## config.mk

```make
export PLATFORM = sky130hd
export DESIGN_NAME = ssp_bounds
export DESIGN_NICKNAME = d
export VERILOG_FILES = /design/src/rtl/ssp_pkg.sv /design/src/rtl/ssp_bounds.sv
export SDC_FILE = /design/constraint.sdc
export NUM_CORES = 1
export LEC_CHECK = 0
export BUFFER_PORTS_ARGS = -buffer_cell sky130_fd_sc_hd__buf_2
export CAP_MARGIN = 20
export CORE_ASPECT_RATIO = 1.4
export CORE_MARGIN = 8
export CORE_UTILIZATION = 50
export CTS_CLUSTER_SIZE = 8
export DETAILED_ROUTE_END_ITERATION = 8
export PLACE_DENSITY_LB_ADDON = 0.15
export SYNTH_ARGS = -nofsm -noshare
export SYNTH_HDL_FRONTEND = slang
export SYNTH_SLANG_ARGS = --single-unit
```

## constraint.sdc

```tcl
create_clock -name aclk -period 4.5 [get_ports aclk]
set_input_delay 0.675 -clock aclk [delete_from_list [all_inputs] [get_ports aclk]]
set_output_delay 0.675 -clock aclk [all_outputs]
set_load 0.02 [all_outputs]
```

## src/rtl/ssp_pkg.sv

```systemverilog
// Shared types and constants for the sprite screen projection pipeline.
// No dependencies; the other files that use it refer to this package by scoped names.
package ssp_pkg;

    // Configuration register indexes
    localparam logic [2:0] REG_CAMERA_X     = 3'd0;
    localparam logic [2:0] REG_CAMERA_Y     = 3'd1;
    localparam logic [2:0] REG_VIEW_DIR_X   = 3'd2;
    localparam logic [2:0] REG_VIEW_DIR_Y   = 3'd3;
    localparam logic [2:0] REG_VIEW_PLANE_X = 3'd4;
    localparam logic [2:0] REG_VIEW_PLANE_Y = 3'd5;
    localparam logic [2:0] REG_SCREEN_W     = 3'd6;
    localparam logic [2:0] REG_SCREEN_H     = 3'd7;

    // Register reset values
    localparam logic signed [15:0] RST_CAMERA_X     = 16'sd0;
    localparam logic signed [15:0] RST_CAMERA_Y     = 16'sd0;
    localparam logic signed [15:0] RST_VIEW_DIR_X   = 16'sd16384;
    localparam logic signed [15:0] RST_VIEW_DIR_Y   = 16'sd0;
    localparam logic signed [15:0] RST_VIEW_PLANE_X = 16'sd0;
    localparam logic signed [15:0] RST_VIEW_PLANE_Y = 16'sd10813;
    localparam logic [12:0]        RST_SCREEN_W     = 13'd640;
    localparam logic [12:0]        RST_SCREEN_H     = 13'd480;

    // Fraction bits of the direction and plane vectors
    localparam int VEC_BITS = 14;

    // Magnitude widths of the camera transform
    localparam int MAG_W = 33;   // |numerator| and |det|
    localparam int T_QW  = 47;   // quotient bits of tx / ty
    localparam int C_QW  = 17;   // quotient bits of center and size

    // Output bus layout
    localparam int S_TDATA_W = 32;
    localparam int M_TDATA_W = 120;

    // Front end result: magnitudes and signs of the transform terms
    typedef struct packed {
        logic              valid;
        logic [MAG_W-1:0]  mag_x;
        logic [MAG_W-1:0]  mag_y;
        logic [MAG_W-1:0]  mag_det;
        logic              sign_x;
        logic              sign_y;
        logic              det_zero;
    } ssp_front_t;

    // Flags and depth that travel beside the center and size division
    typedef struct packed {
        logic               visible;
        logic               neg;
        logic               ovf_c;
        logic               ovf_s;
        logic signed [15:0] depth;
    } ssp_side_t;

    // Input of the bounds stage
    typedef struct packed {
        logic              valid;
        ssp_side_t         side;
        logic [C_QW-1:0]   q_c;
        logic [C_QW-1:0]   q_s;
    } ssp_proj_t;

endpackage

```

## src/rtl/ssp_bounds.sv

```systemverilog
// Output stages: center and size saturation, then column and row bounds.
// Depends on ssp_pkg.
module ssp_bounds (
    input  logic               aclk,
    input  logic               aresetn,
    input  logic               en,
    input  ssp_pkg::ssp_proj_t proj,
    input  logic [12:0]        screen_width,
    input  logic [12:0]        screen_height,
    output logic               out_valid,
    output logic               visible,
    output logic signed [15:0] depth,
    output logic signed [16:0] center_column,
    output logic [15:0]        sprite_size,
    output logic signed [16:0] first_column,
    output logic signed [16:0] last_column,
    output logic signed [16:0] first_row,
    output logic signed [16:0] last_row
);

    logic               v1_reg, v2_reg;
    logic               vis1_reg, vis2_reg;
    logic signed [15:0] dep1_reg, dep2_reg;
    logic signed [16:0] ctr1_reg, ctr2_reg;
    logic signed [17:0] cfull1_reg;
    logic [15:0]        size1_reg, size2_reg;
    logic signed [16:0] fc_reg, lc_reg, fr_reg, lr_reg;

    logic signed [17:0] qc_s;
    logic signed [17:0] cfull_next;
    logic signed [16:0] ctr_next;
    logic [15:0]        size_next;
    logic signed [18:0] half, w19, h19, hh19, fc_w, lc_w, fr_w, lr_w;
    logic signed [16:0] fc_next, lc_next, fr_next, lr_next;

    // Center column and size with saturation
    always_comb begin
        qc_s = $signed({1'b0, proj.q_c});
        // unsaturated center; an overflowed quotient stands in as the widest value
        if (!proj.side.visible) begin
            cfull_next = '0;
        end else if (proj.side.ovf_c) begin
            cfull_next = proj.side.neg ? $signed({1'b1, 17'd0}) : 18'sd131071;
        end else if (proj.side.neg) begin
            cfull_next = -qc_s;
        end else begin
            cfull_next = qc_s;
        end
        if (cfull_next > 18'sd65535) begin
            ctr_next = 17'sd65535;
        end else if (cfull_next < -18'sd65536) begin
            ctr_next = -17'sd65536;
        end else begin
            ctr_next = 17'(cfull_next);
        end
        if (!proj.side.visible || proj.side.ovf_s || proj.q_s > 17'd65535) begin
            size_next = 16'hFFFF;
        end else begin
            size_next = proj.q_s[15:0];
        end
    end

    // Columns from unsaturated center, rows from H/2, clamped on one side each
    always_comb begin
        half = $signed({4'b0, size1_reg[15:1]});
        w19  = $signed({6'b0, screen_width});
        h19  = $signed({6'b0, screen_height});
        hh19 = $signed({7'b0, screen_height[12:1]});
        fc_w = 19'(cfull1_reg) - half;
        lc_w = 19'(cfull1_reg) + half;
        fr_w = hh19 - half;
        lr_w = hh19 + half;
        if (fc_w < 0) fc_w = '0;
        if (lc_w >= w19) lc_w = w19 - 19'sd1;
        if (fr_w < 0) fr_w = '0;
        if (lr_w >= h19) lr_w = h19 - 19'sd1;
        if (!vis1_reg) begin
            fc_w = '0;
            lc_w = w19 - 19'sd1;
            fr_w = '0;
            lr_w = h19 - 19'sd1;
        end
        fc_next = (fc_w > 19'sd65535) ? 17'sd65535 : 17'(fc_w);
        fr_next = 17'(fr_w);
        lr_next = 17'(lr_w);
        lc_next = (lc_w < -19'sd65536) ? -17'sd65536 : 17'(lc_w);
    end

    always_ff @(posedge aclk) begin
        if (!aresetn) begin
            v1_reg <= 1'b0;
            v2_reg <= 1'b0;
        end else if (en) begin
            v1_reg <= proj.valid;
            v2_reg <= v1_reg;
        end
    end

    always_ff @(posedge aclk) begin
        if (en) begin
            vis1_reg   <= proj.side.visible;
            dep1_reg   <= proj.side.depth;
            ctr1_reg   <= ctr_next;
            cfull1_reg <= cfull_next;
            size1_reg  <= size_next;
            vis2_reg   <= vis1_reg;
            dep2_reg   <= dep1_reg;
            ctr2_reg   <= ctr1_reg;
            size2_reg  <= size1_reg;
            fc_reg     <= fc_next;
            lc_reg     <= lc_next;
            fr_reg     <= fr_next;
            lr_reg     <= lr_next;
        end
    end

    assign out_valid     = v2_reg;
    assign visible       = vis2_reg;
    assign depth         = dep2_reg;
    assign center_column = ctr2_reg;
    assign sprite_size   = size2_reg;
    assign first_column  = fc_reg;
    assign last_column   = lc_reg;
    assign first_row     = fr_reg;
    assign last_row      = lr_reg;

endmodule

```

== After elaboration in Yosys (flattened, before gate mapping) ==
Cells that the tools add are included.

* Bitwise operators: 1
* Shift operators: 0
* Multiplexer cells: 11
* Order comparisons: 9
* Reductions and logical operators: 4
* Multipliers: 0
* $add $sub $neg: 7
* Eq/ne operators: 0
* Div/mod/pow operators: 0

{| class="wikitable"
|+ Operators by type and width
! operator !! number
|-
| 2-to-1 mux 19 bit || 4
|-
| 2-to-1 mux 18 bit || 4
|-
| 2-to-1 mux 17 bit || 3
|-
| subtractor 13 x 1 -> 14 bit (second input constant) || 2
|-
| adder 18 x 16 -> 19 bit || 1
|-
| greater-or-equal comparator 19 x 14 -> 1 bit || 1
|-
| greater-than comparator 19 x 17 -> 1 bit (second input constant) || 1
|-
| less-than comparator 19 x 1 -> 1 bit (second input constant) || 1
|-
| less-than comparator 19 x 17 -> 1 bit (second input constant) || 1
|-
| subtractor 18 x 16 -> 19 bit || 1
|-
| greater-than comparator 18 x 17 -> 1 bit (second input constant) || 1
|-
| less-than comparator 18 x 17 -> 1 bit (second input constant) || 1
|-
| negation 17 -> 18 bit || 1
|-
| greater-than comparator 17 x 16 -> 1 bit (second input constant) || 1
|-
| adder 12 x 15 -> 16 bit || 1
|-
| greater-or-equal comparator 16 x 13 -> 1 bit || 1
|-
| less-than comparator 16 x 1 -> 1 bit (second input constant) || 1
|-
| subtractor 12 x 15 -> 16 bit || 1
|-
| logical OR 1 bit || 2
|-
| OR reduction 2 bit || 1
|-
| logical NOT 1 bit || 1
|-
| NOT 1 bit || 1
|}

* Bits in read-only memories: 0
* Bits in registers: 187
* Bits in writable memories: 0
* Memories: 0
* Word-level logic and storage cells: 47
* Bits in latches: 0
* Bits of input ports: 84

== Logic depth before layout (Yosys ltp) ==
Gate-level depths: netlist of the first run.

* Word-level depth: 6
* Gate-level depth with buffers: 19

== Worst setup path before layout of the first run ==
Ideal clock, no wire load.

* Path type: input to register
* Start point: in screen_height[1]
* End point: reg lr_reg[10] (netlist: last_row[10]) (data pin)
* Stages: 16
* Arrival: 3.991 ns
* Path slack: 0.246 ns
* Setup time: 0.262 ns
* Path buffers: 1
* Path through: ha_1 > fa_1 > nand2b_1 > a21oi_1 > nor2_1 > o31ai_1 > o41ai_2 > o21ba_2 > o21bai_1 > xnor2_1 > ha_1 > a211oi_1 > a21oi_1 > a2111oi_4 > buf_6 > mux2_1

* Cells in the longest elaborated chain, start to end: 4
* Elaborated cells on any way between the ends: 5
* Those cells by class: add/sub: 2; order compare: 1; mux: 2

{| class="wikitable"
|+ RTL lines
! item !! RTL line !! text
|-
| start: declaration || ssp_bounds.sv:9 || <nowiki>input logic [12:0] screen_height,</nowiki>
|-
| adder 12 x 15 -> 16 bit || ssp_bounds.sv:72 || <nowiki>lr_w = hh19 + half;</nowiki>
|-
| greater-or-equal comparator 16 x 13 -> 1 bit || ssp_bounds.sv:76 || <nowiki>if (lr_w >= h19) lr_w = h19 - 19'sd1;</nowiki>
|-
| 2-to-1 mux 17 bit || ssp_bounds.sv:76 ||
|-
| 2-to-1 mux 17 bit (*) || ssp_bounds.sv:77 || <nowiki>if (!vis1_reg) begin</nowiki>
|-
| net lr_w[10] || ssp_bounds.sv:33 || <nowiki>logic signed [18:0] half, w19, h19, hh19, fc_w, lc_w, fr_w, lr_w;</nowiki>
|-
| end signal: assignment || ssp_bounds.sv:113 || <nowiki>lr_reg <= lr_next;</nowiki>
|-
| end: declaration || ssp_bounds.sv:27 || <nowiki>logic signed [16:0] fc_reg, lc_reg, fr_reg, lr_reg;</nowiki>
|}

The timed path passes the listed nets; every way through them passes the cells marked *.
A chain may end at the register's enable or synchronous reset.

== Worst setup path after layout of the first run ==
* Start point: reg size1_reg[1]
* End point: reg lr_reg[2] (netlist: last_row[2]) (data pin)

* Cells in the longest elaborated chain, start to end: 4

{| class="wikitable"
|+ RTL lines
! item !! RTL line !! text
|-
| start: declaration || ssp_bounds.sv:26 || <nowiki>logic [15:0] size1_reg, size2_reg;</nowiki>
|-
| start signal: assignment || ssp_bounds.sv:105 || <nowiki>size1_reg <= size_next;</nowiki>
|-
| adder 12 x 15 -> 16 bit (*) || ssp_bounds.sv:72 ||
|-
| greater-or-equal comparator 16 x 13 -> 1 bit || ssp_bounds.sv:76 ||
|-
| 2-to-1 mux 17 bit (*) || ssp_bounds.sv:76 ||
|-
| 2-to-1 mux 17 bit (*) || ssp_bounds.sv:77 ||
|-
| net lr_w[2] || ssp_bounds.sv:33 ||
|}

Marks and branches as above.

==> results.ini, run 1 <==
[synthesis]
synth_ff_type=edfxtp_1
synth_top_family_by_area=simple AND/OR/NAND/NOR gates
netlist_top_cells_area=edfxtp_1, ha_1, xnor2_1
yosysTopAreaCellShare=0.511
syn_inst=976
avgSynthCellArea_sq_um=11.1
ys_ff_latch=187
yosysWarningCount=0
synth_edf_count=185
ys_async_sr_fraction=0
netlist_area_sq_um=10900
ys_seq_area_frac=0.514
synthXorXnorAreaFrac=0.0491
synth-simple-area-share=0.138
synthAdderAreaFrac=0.103
yosys.area.top_type=edfxtp_1
synth_cell_types=73
synth_compound_area_frac=0.117
synthMuxAreaShare=0.0326

[finish]
fin_cells=1464
multi_input_area_sq_um=4820
fin_nets=1358
fillers=1858
final_common_cell=buf_2
final_util=0.595
antenna_cells=0
fin_area_sq_um=12900
drive_gt1_frac=0.242
ff_latch_area_sq_um=5600
layout_common_cells=buf_2, edfxtp_1, inv_1
largest_reg_flops=18
areaGrowthSynthToFinish_pct=18.2

[placement]
port_buffers=202
hpwl_mm=20.1
gp_congestion=0.858
dpl.cell_count=1428
dpl-instance-area_sq_um=12200

[sta]
max_freq_mhz=237
period_minus_slack_ns=4.22
skew_ns=0.0111
tightestPinTransition_ns=0.868
hold_violations=0
period_share=0.939
finalMaxSlewViolations=0
timing.hold.ws_ns=0.401
setup_violations=0
max_slew_margin=0.421

[global_routing]
grt_max_degree=104
grt_pass1_wl_mm=41.2
grt_use_total=0.195
grt_pass1_vias=7843
grt_antenna_before_repair=0
grt_overflow=0

[pwr]
power_mw=4.71
vdd.ir_drop.worst_mv=0.293
p_per_area_nw_per_um2=367
p_leak_nw=5.47

[floorplanning]
placementRows=64
dieArea_sq_um=26800
initial_core_util=0.503
io_pins=203
die_w_um=141
chipHeight_um=191
core_area_sq_um=21600

[job]
drv_cap=0

[setup_path]
reg2regPathDepth=16
end_kind=flop
reg2reg_slack_ns=0.28
cp-start-kind=flop
startpoint=size1_reg[1]
crit_path_end=last_row[2]
rr_startpoint=size1_reg[1]
required_ns=4.70
critical_path.max_fanout=17
worst-setup-path-type=reg2reg
worst_ep_arrival_time_ns=4.42
reg2reg_to=last_row[2]

[clock_tree]
cts_num_sinks=187
clk_latency_ns=0.44
clockBufferDepth=2
cts.clk_slew.worst_paths_ns=0.07
h-tree-depth=4
numCtsBuffers=17
cts_root_buffer=clkbuf_16
cts_tree=built

[drt]
routed_via_density=5.41
dr_total_vias=7916
drtIter0Drc=443
first_pass_iters=6
avgRoutedWirePerCell_um=17.9
ant_nets=0
wl_mm=26.2
drc=0

[worst_hold_path]
min_path_type=in2reg

[outcome]
status=completed

area by class of cell:
class / instances / share of cell area
Clock inverter: 15 / 0.0108
Tap cell: 264 / 0.0257
Timing Repair Buffer: 224 / 0.0941
Sequential cell: 187 / 0.435
Clock buffer: 17 / 0.0331
Inverter: 89 / 0.0260
Multi-Input combinational cell: 668 / 0.375
synth_stat cells (4+ instances only):
| cell type | instances |
|---|---|
| nor4_1 | 16 |
| a31oi_1 | 8 |
| nor4b_1 | 5 |
| nand3b_1 | 4 |
| buf_2 | 6 |
| nand2b_1 | 34 |
| a21boi_0 | 5 |
| ha_1 | 83 |
| edfxtp_1 | 185 |
| o21bai_1 | 7 |
| fa_1 | 4 |
| xor2_1 | 15 |
| mux2i_1 | 23 |
| or2_2 | 7 |
| nor2b_1 | 17 |
| nor3_1 | 29 |
| a21oi_1 | 57 |
| a211oi_1 | 9 |
| nor2_1 | 78 |
| nand2_1 | 55 |
| mux2_1 | 4 |
| mux2_2 | 7 |
| nor3b_1 | 4 |
| nand4_1 | 5 |
| nand3_1 | 11 |
| o31ai_1 | 10 |
| o21ai_0 | 45 |
| or3_1 | 6 |
| a21o_1 | 7 |
| xnor2_1 | 46 |
| inv_1 | 89 |
| o22ai_1 | 7 |
| clkbuf_1 | 24 |
critical path, stage by stage (launching register included):
cell,delay [ns]
edfxtp_1,0.44
ha_1,0.24
fa_1,0.41
nand2b_1,0.10
a21oi_1,0.06
nor2_1,0.17
o31ai_1,0.12
o41ai_2,0.42
o21ba_2,0.18
o21bai_1,0.07
xnor2_1,0.22
ha_1,0.28
a211oi_1,0.21
a21oi_1,0.13
a2111oi_4,0.39
buf_12,0.20
mux2_2,0.34
report_power, final:
group	internal [mW]	total, mW	switching, mW
logic	0.444	1.14	0.700
registers	2.08	2.13	0.0559
clock network	0.729	1.44	0.709
total	3.25	4.71	1.47
timing repair:
item,in CTS,in global routing
endpoints found under the setup margin,0,26
buffers inserted,0,4
gates resized for setup,0,6
hold buffers,0,0
stage by stage:
stage / worst slack, ns / TNS (ns)
after floorplan: 0.246 / 0
after global routing: -0.0315 / -0.243
after detailed placement: -0.0447 / -0.313
final: 0.275 / 0
after CTS: 0.0879 / 0
after global placement: 0.0489 / 0
routing by layer:
layer	vias up	routed length, um	GRT usage
met1	3714	11200	0.238
met5	-	0	0
met2	237	12900	0.331
li1	3934	-	-
met3	31	1490	0.0371
met4	0	615	0.0800
worst min path at each step:
stage,startpoint,to,slack (ns),cells after the start
2_1_floorplan,ctr1_reg[0],center_column[0],0.40,0
3_3_place_gp,dep1_reg[12],depth[12],0.40,0
3_5_place_dp,ctr1_reg[1],center_column[1],0.40,0
4_1_cts,proj[46],dep1_reg[12],0.38,1
5_1_grt,proj[48],dep1_reg[14],0.39,1
6_report,proj[37],dep1_reg[3],0.40,1
cells by family (layout without fill, tap and decap cells):
group,count (synthesis),count (layout)
AO/OA/AOI/OAI,193,193
XOR/XNOR,61,61
adder cells (fa/ha/maj),87,87
buffers and inverters,123,345
flip-flops,187,187
multiplexers,34,34
other,1,3
AND/OR/NAND/NOR,290,290
(Power assumes the default switching activity.)
==> inputs of run 2 (changes only) <==
--- a/config.mk
+++ b/config.mk
@@ -12,6 +12,7 @@
 export CORE_UTILIZATION = 50
 export CTS_CLUSTER_SIZE = 8
 export DETAILED_ROUTE_END_ITERATION = 8
+export MAX_ROUTING_LAYER = met4
 export PLACE_DENSITY_LB_ADDON = 0.15
 export SYNTH_ARGS = -nofsm -noshare
 export SYNTH_HDL_FRONTEND = slang
==> run 2 against run 1 <==
Net effect: non-clock buffer count up 2; critical path depth unchanged; critical path type unchanged; highest routed layer unchanged; combinational power about the same.
==> results.ini, run 2 (synthesized netlist as in run 1, its figures left out) <==
[finish]
drive_gt1_frac=0.241
areaGrowthSynthToFinish_pct=18.2
final_common_cell=buf_2
fin_area_sq_um=12900
layout_common_cells=buf_2, edfxtp_1, inv_1
fin_nets=1360
largest_reg_flops=18
fillers=1833
antenna_cells=0

[job]
drv_cap=0

[drt]
ant_nets=0
drc=0
wl_mm=26.1
avgRoutedWirePerCell_um=17.9
drtIter0Drc=364
routed_via_density=5.42
first_pass_iters=6
dr_total_vias=7930

[clock_tree]
numCtsBuffers=17
cts_tree=built
clk_latency_ns=0.44
holdBufCountCts=0
clockBufferDepth=2
cts_num_sinks=187
h-tree-depth=4
cts.clk_slew.worst_paths_ns=0.08
cts_root_buffer=clkbuf_16

[pwr]
p_per_area_nw_per_um2=365
p_sw_mw=1.45
vdd.ir_drop.worst_mv=0.265
switching_share=0.309
power_mw=4.69
p_clk_frac=0.303
p_int_mw=3.24
pwr-share-comb=0.242
pwr-share-seq=0.454
p_leak_nw=5.47

[setup_path]
cp-start-kind=flop
worst_ep_arrival_time_ns=4.46
worst-setup-path-type=reg2reg
end_kind=flop
critical_path.max_fanout=17
required_ns=4.69

[sta]
period_share=0.951
finalMaxSlewViolations=0
tightestPinTransition_ns=0.829
final.setup.tns_ns=0
period_minus_slack_ns=4.28
setup_violations=0
timing.hold.ws_ns=0.411
rsz0062_at_grt=no
skew_ns=0.0136
max_slew_margin=0.447
hold_violations=0
max_freq_mhz=234

[floorplanning]
io_pins=203
chipHeight_um=191
initial_core_util=0.503
dieArea_sq_um=26800
core_area_sq_um=21600
placementRows=64
die_w_um=141

[global_routing]
grt_pass1_wl_mm=41.2
grt_antenna_before_repair=0
grt_max_degree=102
grt_pass1_vias=7888
grt_overflow=0
grt_use_total=0.201

[placement]
dpl-instance-area_sq_um=12200
gp_congestion=0.880
port_buffers=202
hpwl_mm=20.2

[worst_hold_path]
min_path_type=in2reg

[outcome]
status=completed

-- run 2: worst max-delay path, cell delays in order, from the launching register on --
cell	delay [ns]
edfxtp_1	0.52
ha_1	0.26
fa_1	0.41
nand2b_1	0.10
a21oi_1	0.07
nor2_1	0.13
o31ai_1	0.10
o41ai_2	0.39
o21ba_2	0.19
o21bai_1	0.07
xnor2_1	0.23
ha_1	0.29
a211oi_1	0.20
a21oi_1	0.13
a2111oi_4	0.39
buf_12	0.20
mux2_2	0.34
-- run 2: path summary, 6_finish.rpt --
check	from	to	slack, ns	depth (start not counted)
max reg2reg	size1_reg[1]	last_row[2]	0.22	16
max	size1_reg[1]	last_row[2]	0.22	16
min	proj[39]	dep1_reg[5]	0.41	1
min reg2reg	size1_reg[0]	sprite_size[0]	0.42	0
-- run 2: power by group through the flow --
stage          logic, mW  clock network, mW  registers, mW
5_1_grt             1.27               1.52           2.15
4_1_cts             1.14               1.46           2.13
3_3_place_gp        1.12                  0           2.17
2_1_floorplan      0.666                  0           2.26
3_5_place_dp        1.13                  0           2.17
6_report            1.14               1.42           2.13
-- run 2: stage by stage --
| stage | setup WS (ns) | util | std cells |
|---|---|---|---|
| final | 0.223 | 0.595 | 1464 |
| after global routing | 0.00253 | 0.595 | 1464 |
| after CTS | 0.200 | 0.592 | 1460 |
| after detailed placement | 0.0128 | 0.567 | 1430 |
| after global placement | 0.0857 | 0.567 | 1430 |
| after floorplan | 0.246 | - | 978 |
-- run 2: area by class of cell --
class / count / area (sq um) / area share
Sequential cell: 187 / 5600 / 0.435
Multi-Input combinational cell: 668 / 4820 / 0.375
Timing Repair Buffer: 226 / 1220 / 0.0953
Clock buffer: 17 / 425 / 0.0331
Inverter: 89 / 334 / 0.0260
Tap cell: 264 / 330 / 0.0257
Clock inverter: 13 / 130 / 0.0101
-- run 2: metal layers --
layer / up-vias / wire length, um / global-route usage
met5: - / 0 / -
met4: 0 / 580 / 0.0713
met3: 31 / 1470 / 0.0411
met2: 239 / 12800 / 0.331
met1: 3718 / 11300 / 0.242
li1: 3942 / - / -
-- run 2: what timing repair did --
action	in CTS	in global routing
endpoints found under the setup margin	0	26
resized for setup	0	5
setup buffers	0	4
==> inputs of run 3 (changes only) <==
--- a/config.mk
+++ b/config.mk
@@ -12,6 +12,7 @@
 export CORE_UTILIZATION = 50
 export CTS_CLUSTER_SIZE = 8
 export DETAILED_ROUTE_END_ITERATION = 8
+export GPL_TIMING_DRIVEN = 0
 export MAX_ROUTING_LAYER = met4
 export PLACE_DENSITY_LB_ADDON = 0.15
 export SYNTH_ARGS = -nofsm -noshare
==> run 3 against run 2 <==
Net effect: via count up 1.5%; clock power up 6%; register-to-register slack worse by 0.12 ns; global-route usage up 0.071 points; power up 2.5%; sequential share of layout area down 0.80 points; clock skew down 0.0026 ns; cell count up 2.1%; die area unchanged; largest power group unchanged.
==> results.ini, run 3 (synthesized netlist as in run 1, its figures left out) <==
[floorplanning]
initial_core_util=0.503
chipHeight_um=191
die_w_um=141
core_area_sq_um=21600
io_pins=203
dieArea_sq_um=26800
placementRows=64

[clock_tree]
cts_num_sinks=187
cts.clk_slew.worst_paths_ns=0.08
holdBufCountCts=0
cts_root_buffer=clkbuf_16
clk_latency_ns=0.44
numCtsBuffers=17
clockBufferDepth=2
cts_tree=built
h-tree-depth=4

[pwr]
p_leak_nw=5.57
vdd.ir_drop.worst_mv=0.281
p_per_area_nw_per_um2=367
power_mw=4.81

[outcome]
status=completed

[worst_hold_path]
hp-start=proj[46]
min_path_type=in2reg
hold-path-cell-count=1
min_to=dep1_reg[12]

[drt]
first_pass_iters=5
drtIter0Drc=416
drc=0
ant_nets=0
wl_mm=26.7
dr_total_vias=8048
routed_via_density=5.38
avgRoutedWirePerCell_um=17.8

[finish]
layout_common_cells=buf_2, edfxtp_1, inv_1
largest_reg_flops=18
fin_cells=1495
antenna_cells=0
areaGrowthSynthToFinish_pct=20.4
drive_gt1_frac=0.254
fillers=1897
fin_nets=1389
final_common_cell=buf_2

[sta]
tightestPinTransition_ns=0.717
finalMaxSlewViolations=0
period_share=0.978
hold_violations=0
rsz0062_at_grt=yes
period_minus_slack_ns=4.40
setup_violations=0
max_slew_margin=0.518
timing.hold.ws_ns=0.408
max_freq_mhz=227
skew_ns=0.0111

[setup_path]
worst-setup-path-type=reg2reg
rr_startpoint=size1_reg[1]
reg2reg_to=last_row[2]
cp-start-kind=flop
critical_path.max_fanout=5
end_kind=flop
required_ns=4.69
reg2regPathDepth=17
worst_ep_arrival_time_ns=4.59
reg2reg_slack_ns=0.10

[placement]
gp_congestion=0.893
hpwl_mm=20.4
dpl.cell_count=1445
port_buffers=201

[global_routing]
grt_pass1_wl_mm=41.3
grt_pass1_vias=7936
grt_antenna_before_repair=0
grt_use_total=0.202
grt_overflow=0
grt_max_degree=117

[job]
drv_cap=0

==> run 3: layout make-up <==
class                      instances  area [sq um]  area share
sequential                       187          5600       0.427
multi-input combinational        668          4900       0.374
timing repair buffer             221          1190      0.0908
clock buffer                      18           429      0.0328
inverter                          89           334      0.0255
tap                              264           330      0.0252
buffer                            34           165      0.0126
clock inverter                    14           155      0.0118
==> run 3: through the flow <==
stage,setup TNS (ns),util,cell area (sq um),worst slack [ns]
after floorplan,0,-,10900,0.246
after global placement,-4.10,0.565,12200,-0.371
after detailed placement,-4.27,0.567,12300,-0.397
after CTS,0,0.596,12900,0.00975
after global routing,-0.943,0.606,13100,-0.0654
final,0,0.606,13100,0.101
==> run 3: critical path, cell delays in order, from the launching register on <==
cell       delay, ns
edfxtp_1        0.41
buf_6           0.14
ha_2            0.18
fa_2            0.37
nand2b_1        0.11
a21oi_2         0.06
nor2_2          0.15
o31ai_2         0.11
o41ai_2         0.41
o21ba_2         0.22
o21bai_2        0.07
xnor2_2         0.17
ha_1            0.34
a211oi_2        0.25
a21oi_2         0.10
a2111oi_4       0.48
buf_4           0.23
mux2_2          0.35
==> run 3: worst max-delay path by stage <==
stage | from | slack, ns | to
5_1_grt | size1_reg[2] | -0.07 | last_row[2]
6_report | size1_reg[1] | 0.10 | last_row[2]
3_5_place_dp | screen_height[1] | -0.40 | last_row[9]
4_1_cts | size1_reg[1] | 0.01 | last_column[15]
2_1_floorplan | screen_height[1] | 0.25 | last_row[10]
3_3_place_gp | screen_height[1] | -0.37 | last_row[12]
==> run 3: repair_timing <==
| item | 4_1_cts | 5_1_grt |
|---|---|---|
| pin swaps | 1 | 16 |
| gates resized for setup | 0 | 26 |
| endpoints found under the hold margin | 0 | 0 |
| setup endpoints to repair | 23 | 27 |
| buffers inserted | 5 | 13 |
==> run 3: where the power goes <==
group | total, mW | internal (mW) | leakage [nW] | switching [mW]
clock | 1.50 | 0.786 | 0.280 | 0.711
sequential | 2.13 | 2.08 | 1.86 | 0.0537
combinational | 1.19 | 0.461 | 3.43 | 0.726
==> run 3: metal layers <==
| layer | up-vias | GRT usage | part of all wire | routed length, um |
|---|---|---|---|---|
| met5 | - | - | 0 | 0 |
| met4 | 0 | 0.0684 | 0.018 | 476 |
| met3 | 30 | 0.0331 | 0.045 | 1190 |
| met2 | 240 | 0.338 | 0.50 | 13400 |
| met1 | 3782 | 0.244 | 0.44 | 11600 |
| li1 | 3996 | - | - | - |
